$ cat src/ged_isqrt.sv
// ----------------------------------------------------------------------------
// ged_isqrt
// Restoring integer square root, one root bit per cycle. Pulses done for
// one cycle when root holds floor(sqrt(radicand)).
// ----------------------------------------------------------------------------
module ged_isqrt #(
   parameter int ROOT_W = 9
) (
   input  logic                clock,
   input  logic                reset,
   input  logic                start,
   input  logic [2*ROOT_W-1:0] radicand,
   output logic                done,
   output logic [ROOT_W-1:0]   root
);

   localparam int CNT_W = $clog2(ROOT_W + 1);

   logic                busy_ff, busy_in;
   logic                done_ff, done_in;
   logic [CNT_W-1:0]    cnt_ff, cnt_in;
   logic [2*ROOT_W-1:0] rad_ff, rad_in;
   logic [ROOT_W:0]     rem_ff, rem_in;
   logic [ROOT_W-1:0]   root_ff, root_in;

   logic [ROOT_W+2:0]   rem_sh;
   logic [ROOT_W+2:0]   trial;
   logic [ROOT_W+2:0]   diff;
   logic                fits;

   assign rem_sh = {rem_ff, rad_ff[2*ROOT_W-1 -: 2]};
   assign trial  = {1'b0, root_ff, 2'b01};
   assign diff   = rem_sh - trial;
   assign fits   = (rem_sh >= trial);

   always_comb begin
      busy_in = busy_ff;
      done_in = 1'b0;
      cnt_in  = cnt_ff;
      rad_in  = rad_ff;
      rem_in  = rem_ff;
      root_in = root_ff;
      if (start) begin
         busy_in = 1'b1;
         cnt_in  = '0;
         rad_in  = radicand;
         rem_in  = '0;
         root_in = '0;
      end else if (busy_ff) begin
         rad_in  = {rad_ff[2*ROOT_W-3:0], 2'b00};
         rem_in  = fits ? diff[ROOT_W:0] : rem_sh[ROOT_W:0];
         root_in = {root_ff[ROOT_W-2:0], fits};
         cnt_in  = cnt_ff + 1'b1;
         if (cnt_ff == CNT_W'(ROOT_W - 1)) begin
            busy_in = 1'b0;
            done_in = 1'b1;
         end
      end
   end

   always_ff @(posedge clock) begin
      if (reset) begin
         busy_ff <= 1'b0;
         done_ff <= 1'b0;
      end else begin
         busy_ff <= busy_in;
         done_ff <= done_in;
      end
      cnt_ff  <= cnt_in;
      rad_ff  <= rad_in;
      rem_ff  <= rem_in;
      root_ff <= root_in;
   end

   assign done = done_ff;
   assign root = root_ff;

endmodule
$ cat config.mk
export PLATFORM = sky130hd
export DESIGN_NAME = ged_isqrt
export DESIGN_NICKNAME = d
export VERILOG_FILES = /design/src/ged_isqrt.sv
export SDC_FILE = /design/constraint.sdc
export NUM_CORES = 1
export LEC_CHECK = 0
export ABC_AREA = 1
export BUFFER_PORTS_ARGS = -buffer_cell sky130_fd_sc_hd__buf_2
export CAP_MARGIN = 5
export CORE_ASPECT_RATIO = 0.9
export CORE_UTILIZATION = 51
export DETAILED_ROUTE_END_ITERATION = 10
export GPL_TIMING_DRIVEN = 1
export PLACE_DENSITY = 0.75
export SETUP_SLACK_MARGIN = 0.5
export SYNTH_ARGS = -nofsm -noshare
export SYNTH_HDL_FRONTEND = slang
export SYNTH_SLANG_ARGS = --single-unit
export TNS_END_PERCENT = 10
$ cat constraint.sdc
create_clock -name clock -period 1.7 [get_ports clock]
set_input_delay 0.17 -clock clock [delete_from_list [all_inputs] [get_ports clock]]
set_output_delay 0.17 -clock clock [all_outputs]
set_load 0.05 [all_outputs]
==> Word-level counts from Yosys, hierarchy flattened <==
Index checks and enable logic that the tools add are counted.
{ "classes": {"addsub": 2, "order_cmp": 1, "eq_ne": 1, "mux": 7, "n_bitwise": 1, "n_reduce_logical": 2} }
{ "ops": {"columns": ["cell", "count"], "rows": [
  ["18-bit two-way mux", 2],
  ["12-bit by 11-bit greater-or-equal comparator with 1-bit output", 1],
  ["10-bit two-way mux", 1],
  ["10-bit subtractor", 1],
  ["4-bit by 1-bit adder with 4-bit output (second input constant)", 1],
  ["4-bit equality test (second input constant)", 1],
  ["1-bit two-way mux", 4],
  ["3-bit OR reduction", 1],
  ["2-bit nonzero test", 1],
  ["1-bit NOT", 1]
]} }
{ "totals": {"reg_bits": 43, "in_bits": 21, "out_inout_bits": 10, "elab_cells": 20} }

==> Longest topological paths before layout <==
Gate-level depths: netlist of the first run.
{ "depth": {"word_depth": 4, "ltp_mapped": 13, "depth_no_buf": 12} }

==> Least setup slack after synthesis of the first run <==
OpenSTA, ideal clock, no wires.
{ "synth_path": {"kind": "flip-flop to flip-flop", "from": "reg root_ff[1] (netlist: root[1])", "to": "reg rem_ff[3]", "setup_time_ps": 112, "arrival_time_ps": 1927, "required_ps": 1588, "slack_ps": -339, "path_stages_with_launch": 12, "synth_period_minus_slack_ps": 2039, "cell_sequence": "dfxtp_1 inv_1 ha_1 a21oi_1 nand3_1 nand2_2 nand3_4 buf_12 nand2_2 nand2_1 nand2_1 nand2_1"} }
{ "synth_via": {"elab_chain_len": 2, "word_cells_on_any_way": 3, "cone_classes": "1 x add/sub; 1 x order compare; 1 x mux"} }
{ "synth_rtl": {"columns": ["item", "line_no", "source"], "rows": [
  ["from (decl)", "24", "logic [ROOT_W-1:0] root_ff, root_in;"],
  ["from (signal assigned)", "72", "root_ff <= root_in;"],
  ["10-bit subtractor / 12-bit by 11-bit greater-or-equal comparator with 1-bit output (equally long branches)", "33, 34", null],
  ["10-bit two-way mux (*)", "51", "rem_in = fits ? diff[ROOT_W:0] : rem_sh[ROOT_W:0];"],
  ["to (signal assigned)", "71", "rem_ff <= rem_in;"],
  ["to (decl)", "23", "logic [ROOT_W:0] rem_ff, rem_in;"]
]} }
Every way passes the cells marked *; elsewhere a longest branch is shown, timed or not.
A chain may end at the register's enable or synchronous reset.

==> Worst setup path in the final report of the first run <==
{ "layout_path": {"from": "reg root_ff[6] (netlist: root[6])", "to": "reg rem_ff[6]"} }
{ "layout_via": {"elab_chain_len": 2} }
{ "layout_rtl": {"columns": ["item", "line_no", "source"], "rows": [
  ["12-bit by 11-bit greater-or-equal comparator with 1-bit output", "34", "assign fits = (rem_sh >= trial);"],
  ["10-bit two-way mux", "51", null]
]} }
No other way between the ends.

==> results of run 1 <==
[Yosys cell counts]
library cell,instances
nand4_1,7
nor2_1,8
ha_1,13
or2_4,1
buf_12,1
dfxtp_1,25
nand3_1,15
xor2_1,3
edfxtp_1,18
o22ai_1,8
a31oi_1,1
nand3_4,1
clkbuf_1,5
nand3_2,4
buf_2,1
nand2_2,6
clkinv_1,1
o21ai_0,5
nor3_1,1
o21ai_1,1
nor2_2,2
a21oi_4,1
inv_2,2
a21oi_1,6
nand2_1,132
buf_4,1
inv_1,48
[cell families after synthesis]
group / share of synthesized area [%]
xor gates and xnor gates: 1.11
adders and majority gates: 6.86
buffers and inverters: 10.2
AOI/OAI and AO/OA: 5.59
and+or+nand+nor: 32.3
DFF: 43.9
[state kept, by name, summed over array words and instances (netlist names)]
signal and flops:
busy_ff 1, cnt_ff 4, done 1, rad_ff 18
rem_ff 10, root 9
[layout by cell type (no fill, tap or decap), types with 8 or more instances in the layout]
cell type,count
inv_4,8
nand3_2,9
inv_1,35
dfxtp_1,13
nand3_1,10
edfxtp_1,18
ha_4,9
nor2_1,8
nand2_1,126
o22ai_1,8
dfxtp_4,9
buf_4,20
buf_2,30
nand2_2,9
[power groups by stage]
stage / clock network [mW] / logic (mW) / registers [mW]
floorplan: 0 / 2.10 / 1.40
CTS: 0.688 / 2.90 / 1.34
global placement: 0 / 2.49 / 1.36
detailed placement: 0 / 2.51 / 1.36
finish: 0.667 / 3.23 / 1.35
global route: 0.723 / 3.57 / 1.36
[path summary, 6_finish.rpt]
| check | slack (ns) | end | from | depth (start not counted) |
|---|---|---|---|---|
| hold reg to reg | 0.48 | rem_ff[9]$_SDFFE_PP0P_ | rem_ff[9]$_SDFFE_PP0P_ | 2 |
| setup / recovery | 0.04 | rem_ff[6]$_SDFFE_PP0P_ | root[6]$_SDFFE_PP0P_ | 9 |
| hold / removal | 0.04 | busy_ff$_SDFF_PP0_ | reset | 2 |
| setup reg to reg | 0.04 | rem_ff[6]$_SDFFE_PP0P_ | root[6]$_SDFFE_PP0P_ | 9 |
[final cells by class]
type | instances | area (µm²) | share of cell area [%]
multi-input combinational | 216 | 1300 | 41.9
timing repair buffer | 53 | 343 | 11.1
clock buffer | 7 | 86.3 | 2.78
sequential | 43 | 1080 | 34.8
inverter | 51 | 211 | 6.82
tap | 62 | 77.6 | 2.50
clock inverter | 1 | 5.00 | 0.161
[critical path: stages, from the launching register on]
cell and delay, ns:
dfxtp_4 0.37, inv_4 0.04, ha_4 0.26, nand4_1 0.21
nor2_4 0.17, nand2_4 0.11, nand3_4 0.15, nand3_2 0.12
nand3_2 0.08, nand2_1 0.05
[metrics by stage]
step           total power, mW  setup slack [ns]  std cells  utilization (%)
3_5_place_dp              3.87            -0.124        406             62.2
6_report                  5.25            0.0416        433             69.5
5_1_grt                   5.66           -0.0136        433             69.5
2_1_floorplan             3.50            0.0995        317                -
4_1_cts                   4.93             0.130        429             68.1
3_3_place_gp              3.85            -0.112        406             62.2
[timing repair]
item                                   CTS  global route
buffers inserted                        14             4
setup endpoints to repair               11            38
gates resized for setup                 18            11
pin swaps                               15            10
cloned                                   1             0
endpoints found under the hold margin    0             0
[layer usage]
layer / track usage [%] / up-vias
met5: 0 / -
met2: 38.5 / 53
met4: 14.7 / 0
met1: 30.5 / 930
li1: - / 1106
met3: 5.60 / 17
==> flow_metrics.env, run 1 <==
export IMPL_status="completed"
export IMPL_dp_hpwl_um=3670
export IMPL_initial_core_util_pct=53.2
export IMPL_tritoncts="yes"
export IMPL_row_count=23
export IMPL_clkLatencyLatePin_ns=0.29
export IMPL_drt_vias_per_instance=4.86
export IMPL_dr_wl_met2_um=2460
export IMPL_synth_cells=317
export IMPL_critPathRequiredTime_ns=1.90
export IMPL_clk_pin_slew_ns=0.08
export IMPL_ys_types=27
export IMPL_die_w_um=73.9
export IMPL_post_route_period_util_pct=97.6
export IMPL_yosys_area_top_type="edfxtp_1"
export IMPL_setup_violations=0
export IMPL_rsz0062_at_grt="yes"
export IMPL_grt_first_pass_wirelength_um=8900
export IMPL_vdd_drop_max_uv=739
export IMPL_syn_to_final_growth_pct=30.8
export IMPL_grt_ovfl_total=0
export IMPL_intPower_mw=2.87
export IMPL_core_area_mm2=0.00446
export IMPL_worst_hold_slack_ns=0.0366
export IMPL_pin_count=31
export IMPL_synth_top_cell_area_share_pct=22.8
export IMPL_final_antenna_net_count=0
export IMPL_fin_setup_tns_ns=0
export IMPL_combPwrFrac_pct=61.5
export IMPL_crit_type="reg2reg"
export IMPL_cts_sinks=43
export IMPL_grt_max_degree=26
export IMPL_track_usage_pct=24.5
export IMPL_wl_per_cell_um=12.7
export IMPL_hold_path_class="in2reg"
export IMPL_design_area_mm2=0.00310
export IMPL_die_area_mm2=0.00493
export IMPL_diodes=0
export IMPL_dpl_cell_area_mm2=0.00277
export IMPL_synth_area_leaders="edfxtp_1 (23%), dfxtp_1 (21%), nand2_1 (21%)"
export IMPL_nets=404
export IMPL_crit_path_max_fanout=6
export IMPL_final_layout_size_suffix_gt1_share_pct=34.5
export IMPL_swShare_pct=45.3
export IMPL_leakagePower_nw=1.55
export IMPL_clk_path_buf_depth=2
export IMPL_route_detailed_drc=0
export IMPL_arrival_ns=1.85
export IMPL_finalWirelength_um=5490
export IMPL_fin_skew_ns=0.00710
export IMPL_io_buffers=30
export IMPL_cp_start_kind="register"
export IMPL_powerDensity_mw_per_mm2=1690
export IMPL_finalHoldViolCount=0
export IMPL_tightest_slew_ns=0.560
export IMPL_synth_seq_area_share_pct=43.9
export IMPL_p_sw_mw=2.38
export IMPL_fillers=368
export IMPL_finalCriticalPeriod_ns=1.66
export IMPL_root_buffer="clkbuf_8"
export IMPL_cts_buffers=5
export IMPL_dr_max_layer_used="met4"
export IMPL_vias=2106
export IMPL_pwr_share_clk_pct=12.7
export IMPL_max_cap_violations=0
export IMPL_firstDrtPassIters=4
export IMPL_grt_pass1_vias=2037
export IMPL_syn_nets=351
export IMPL_drv_slew=0
export IMPL_met1_length_um=2530
export IMPL_antenna_found_initial=0
export IMPL_wl_met3_um=293
export IMPL_seqPwrFrac_pct=25.7
export IMPL_ys_warn_count=0
export IMPL_max_freq_mhz=603
export IMPL_h_tree_depth=2
export IMPL_drt_iter0_drc=108
export IMPL_end_kind="register"
export IMPL_syn_area_per_cell_um2=7.48
export IMPL_netlist_area_mm2=0.00237
export IMPL_routabilityCongestion=0.889
export IMPL_fp_dieH_um=66.7
export IMPL_relSlewSlack_pct=62.6
export IMPL_cts_hold_buffers=0
export IMPL_synth_seq_cells=43
Note: power is estimated with default switching activity, not from simulation.
==> run 2, diff against run 1 <==
--- a/config.mk
+++ b/config.mk
@@ -12,6 +12,7 @@
 export CORE_UTILIZATION = 51
 export DETAILED_ROUTE_END_ITERATION = 10
 export GPL_TIMING_DRIVEN = 1
+export MAX_ROUTING_LAYER = met4
 export PLACE_DENSITY = 0.75
 export SETUP_SLACK_MARGIN = 0.5
 export SYNTH_ARGS = -nofsm -noshare
==> flow_metrics.env, run 2 (synthesis gave the netlist of run 1 again) <==
export IMPL_status="completed"
export IMPL_intPower_mw=2.86
export IMPL_dp_cells=406
export IMPL_fp_dieH_um=66.7
export IMPL_final_cells=433
export IMPL_largest_reg_flops=18
export IMPL_cp_start_kind="register"
export IMPL_regArea_mm2=0.00108
export IMPL_firstDrtPassIters=4
export IMPL_hold_path_class="in2reg"
export IMPL_mostFrequentLayoutCells="nand2_1 (126), inv_1 (35), buf_2 (30)"
export IMPL_worst_path_most_repeated_cell="nand3_2"
export IMPL_leakagePower_nw=1.55
export IMPL_fin_setup_tns_ns=0
export IMPL_cts_buffers=5
export IMPL_drv_slew=0
export IMPL_pwr_share_clk_pct=12.8
export IMPL_p_sw_mw=2.37
export IMPL_crit_path_max_fanout=6
export IMPL_setup_violations=0
export IMPL_max_freq_mhz=608
export IMPL_cp_top_family="simple AND/OR/NAND/NOR gates"
export IMPL_nets=404
export IMPL_vdd_drop_max_uv=742
export IMPL_syn_to_final_growth_pct=30.6
export IMPL_wl_per_cell_um=12.6
export IMPL_pin_count=31
export IMPL_row_count=23
export IMPL_arrival_ns=1.84
export IMPL_die_area_mm2=0.00493
export IMPL_critPathRequiredTime_ns=1.90
export IMPL_h_tree_depth=2
export IMPL_combPwrFrac_pct=61.4
export IMPL_swShare_pct=45.3
export IMPL_r2r_end="rem_ff[6]$_SDFFE_PP0P_"
export IMPL_initial_core_util_pct=53.2
export IMPL_end_kind="register"
export IMPL_r2r_start="root[6]$_SDFFE_PP0P_"
export IMPL_root_buffer="clkbuf_8"
export IMPL_finalHoldViolCount=0
export IMPL_pre_cts_slack_ns=-0.124
export IMPL_vias=2113
export IMPL_grt_first_pass_wirelength_um=8860
export IMPL_clkLatencyLatePin_ns=0.29
export IMPL_finalCriticalPeriod_ns=1.64
export IMPL_worstSetupPathDepth=9
export IMPL_route_detailed_drc=0
export IMPL_final_common_cell="nand2_1"
export IMPL_top_register="rad_ff"
export IMPL_seqPwrFrac_pct=25.9
export IMPL_final_antenna_net_count=0
export IMPL_track_usage_pct=25.0
export IMPL_routabilityCongestion=0.904
export IMPL_crit_type="reg2reg"
export IMPL_max_cap_violations=0
export IMPL_grt_pass1_vias=2038
export IMPL_setup_ws_ns=0.0564
export IMPL_drt_iter0_drc=131
export IMPL_core_area_mm2=0.00446
export IMPL_tightest_slew_ns=0.557
export IMPL_min_path_cells=2
export IMPL_multi_input_area_mm2=0.00129
export IMPL_fillers=366
export IMPL_powerDensity_mw_per_mm2=1690
export IMPL_slowest_delay_ns=0.37
export IMPL_min_from="reset"
export IMPL_finalWirelength_um=5460
export IMPL_cts_hold_buffers=0
export IMPL_grt_ovfl_total=0
export IMPL_clk_pin_slew_ns=0.08
export IMPL_die_w_um=73.9
export IMPL_tritoncts="yes"
export IMPL_fin_skew_ns=0.00663
export IMPL_path_cells="inv_4 -> ha_4 -> nand4_1 -> nor2_4 -> nand2_4 -> nand3_4 -> nand3_2 -> nand3_2 -> nand2_1"
export IMPL_r2r_slack_ns=0.06
export IMPL_rr_worst_depth=9
export IMPL_hold_path_end="busy_ff$_SDFF_PP0_"
export IMPL_diodes=0
export IMPL_final_layout_size_suffix_gt1_share_pct=34.5
export IMPL_grt_max_degree=26
export IMPL_io_buffers=30
export IMPL_post_route_period_util_pct=96.7
export IMPL_dp_hpwl_um=3670
export IMPL_drt_vias_per_instance=4.88
export IMPL_relSlewSlack_pct=62.8
export IMPL_cp_slowest_cell="dfxtp_4"
export IMPL_clk_path_buf_depth=2
export IMPL_rsz0062_at_grt="yes"
export IMPL_cts_sinks=43
export IMPL_cp_buffers_inverters=1
export IMPL_antenna_found_initial=0
-- run 2: cell counts in the layout (fill, tap and decap cells not counted) --
Identical to the previous run, type by type.
-- run 2: metrics by stage --
step           hold WS [ns]  total power, mW  instance area (µm²)  util [%]
6_report             0.0374             5.22                 3100      69.4
5_1_grt              0.0319             5.63                 3100      69.4
4_1_cts              0.0269             4.93                 3040      68.1
3_5_place_dp          0.347             3.87                 2770      62.2
3_3_place_gp          0.341             3.85                 2770      62.2
2_1_floorplan         0.239             3.50                 2550         -
-- run 2: worst register-to-register path: stages (launching register included) --
cell     delay [ns]
dfxtp_4        0.37
inv_4          0.04
ha_4           0.26
nand4_1        0.21
nor2_4         0.17
nand2_4        0.11
nand3_4        0.15
nand3_2        0.11
nand3_2        0.08
nand2_1        0.05
-- run 2: worst max-delay path by stage --
stage	end	startpoint	slack [ns]
2_1_floorplan	rem_ff[3]$_SDFFE_PP0P_	root[7]$_SDFFE_PP0P_	0.1
3_3_place_gp	rem_ff[5]$_SDFFE_PP0P_	rad_ff[16]$_DFFE_PP_	-0.11
3_5_place_dp	rem_ff[5]$_SDFFE_PP0P_	rad_ff[16]$_DFFE_PP_	-0.12
4_1_cts	rem_ff[6]$_SDFFE_PP0P_	rem_ff[3]$_SDFFE_PP0P_	0.13
5_1_grt	rem_ff[6]$_SDFFE_PP0P_	root[6]$_SDFFE_PP0P_	-0.02
6_report	rem_ff[6]$_SDFFE_PP0P_	root[6]$_SDFFE_PP0P_	0.06
-- run 2: metal layers --
metal / track usage, % / share of wire [%] / vias up / routed length, µm
li1: - / - / 1104 / -
met1: 30.4 / 46 / 930 / 2520
met2: 38.6 / 45 / 59 / 2430
met3: 4.69 / 5.7 / 20 / 310
met4: 14.7 / 3.5 / 0 / 193
met5: - / 0 / - / 0
-- run 2: power groups by stage --
stage | sequential (mW) | combinational (mW) | clock [mW]
2_1_floorplan | 1.40 | 2.10 | 0
3_3_place_gp | 1.36 | 2.49 | 0
3_5_place_dp | 1.36 | 2.51 | 0
4_1_cts | 1.34 | 2.90 | 0.688
5_1_grt | 1.36 | 3.54 | 0.720
6_report | 1.35 | 3.21 | 0.666
-- run 2: area by class of cell --
cell class                      instances  area share [%]
Clock buffer                            7            2.79
Clock inverter                          1           0.162
Inverter                               51            6.83
Multi-Input combinational cell        216            41.8
Sequential cell                        43            34.8
Tap cell                               62            2.51
Timing Repair Buffer                   53            11.1
-- run 2: timing repair --
action                                  4_1_cts  5_1_grt
pin swaps                                    15        8
cloned                                        1        0
resized for setup                            18       10
endpoints found under the setup margin       11       38
buffers inserted                             14        4
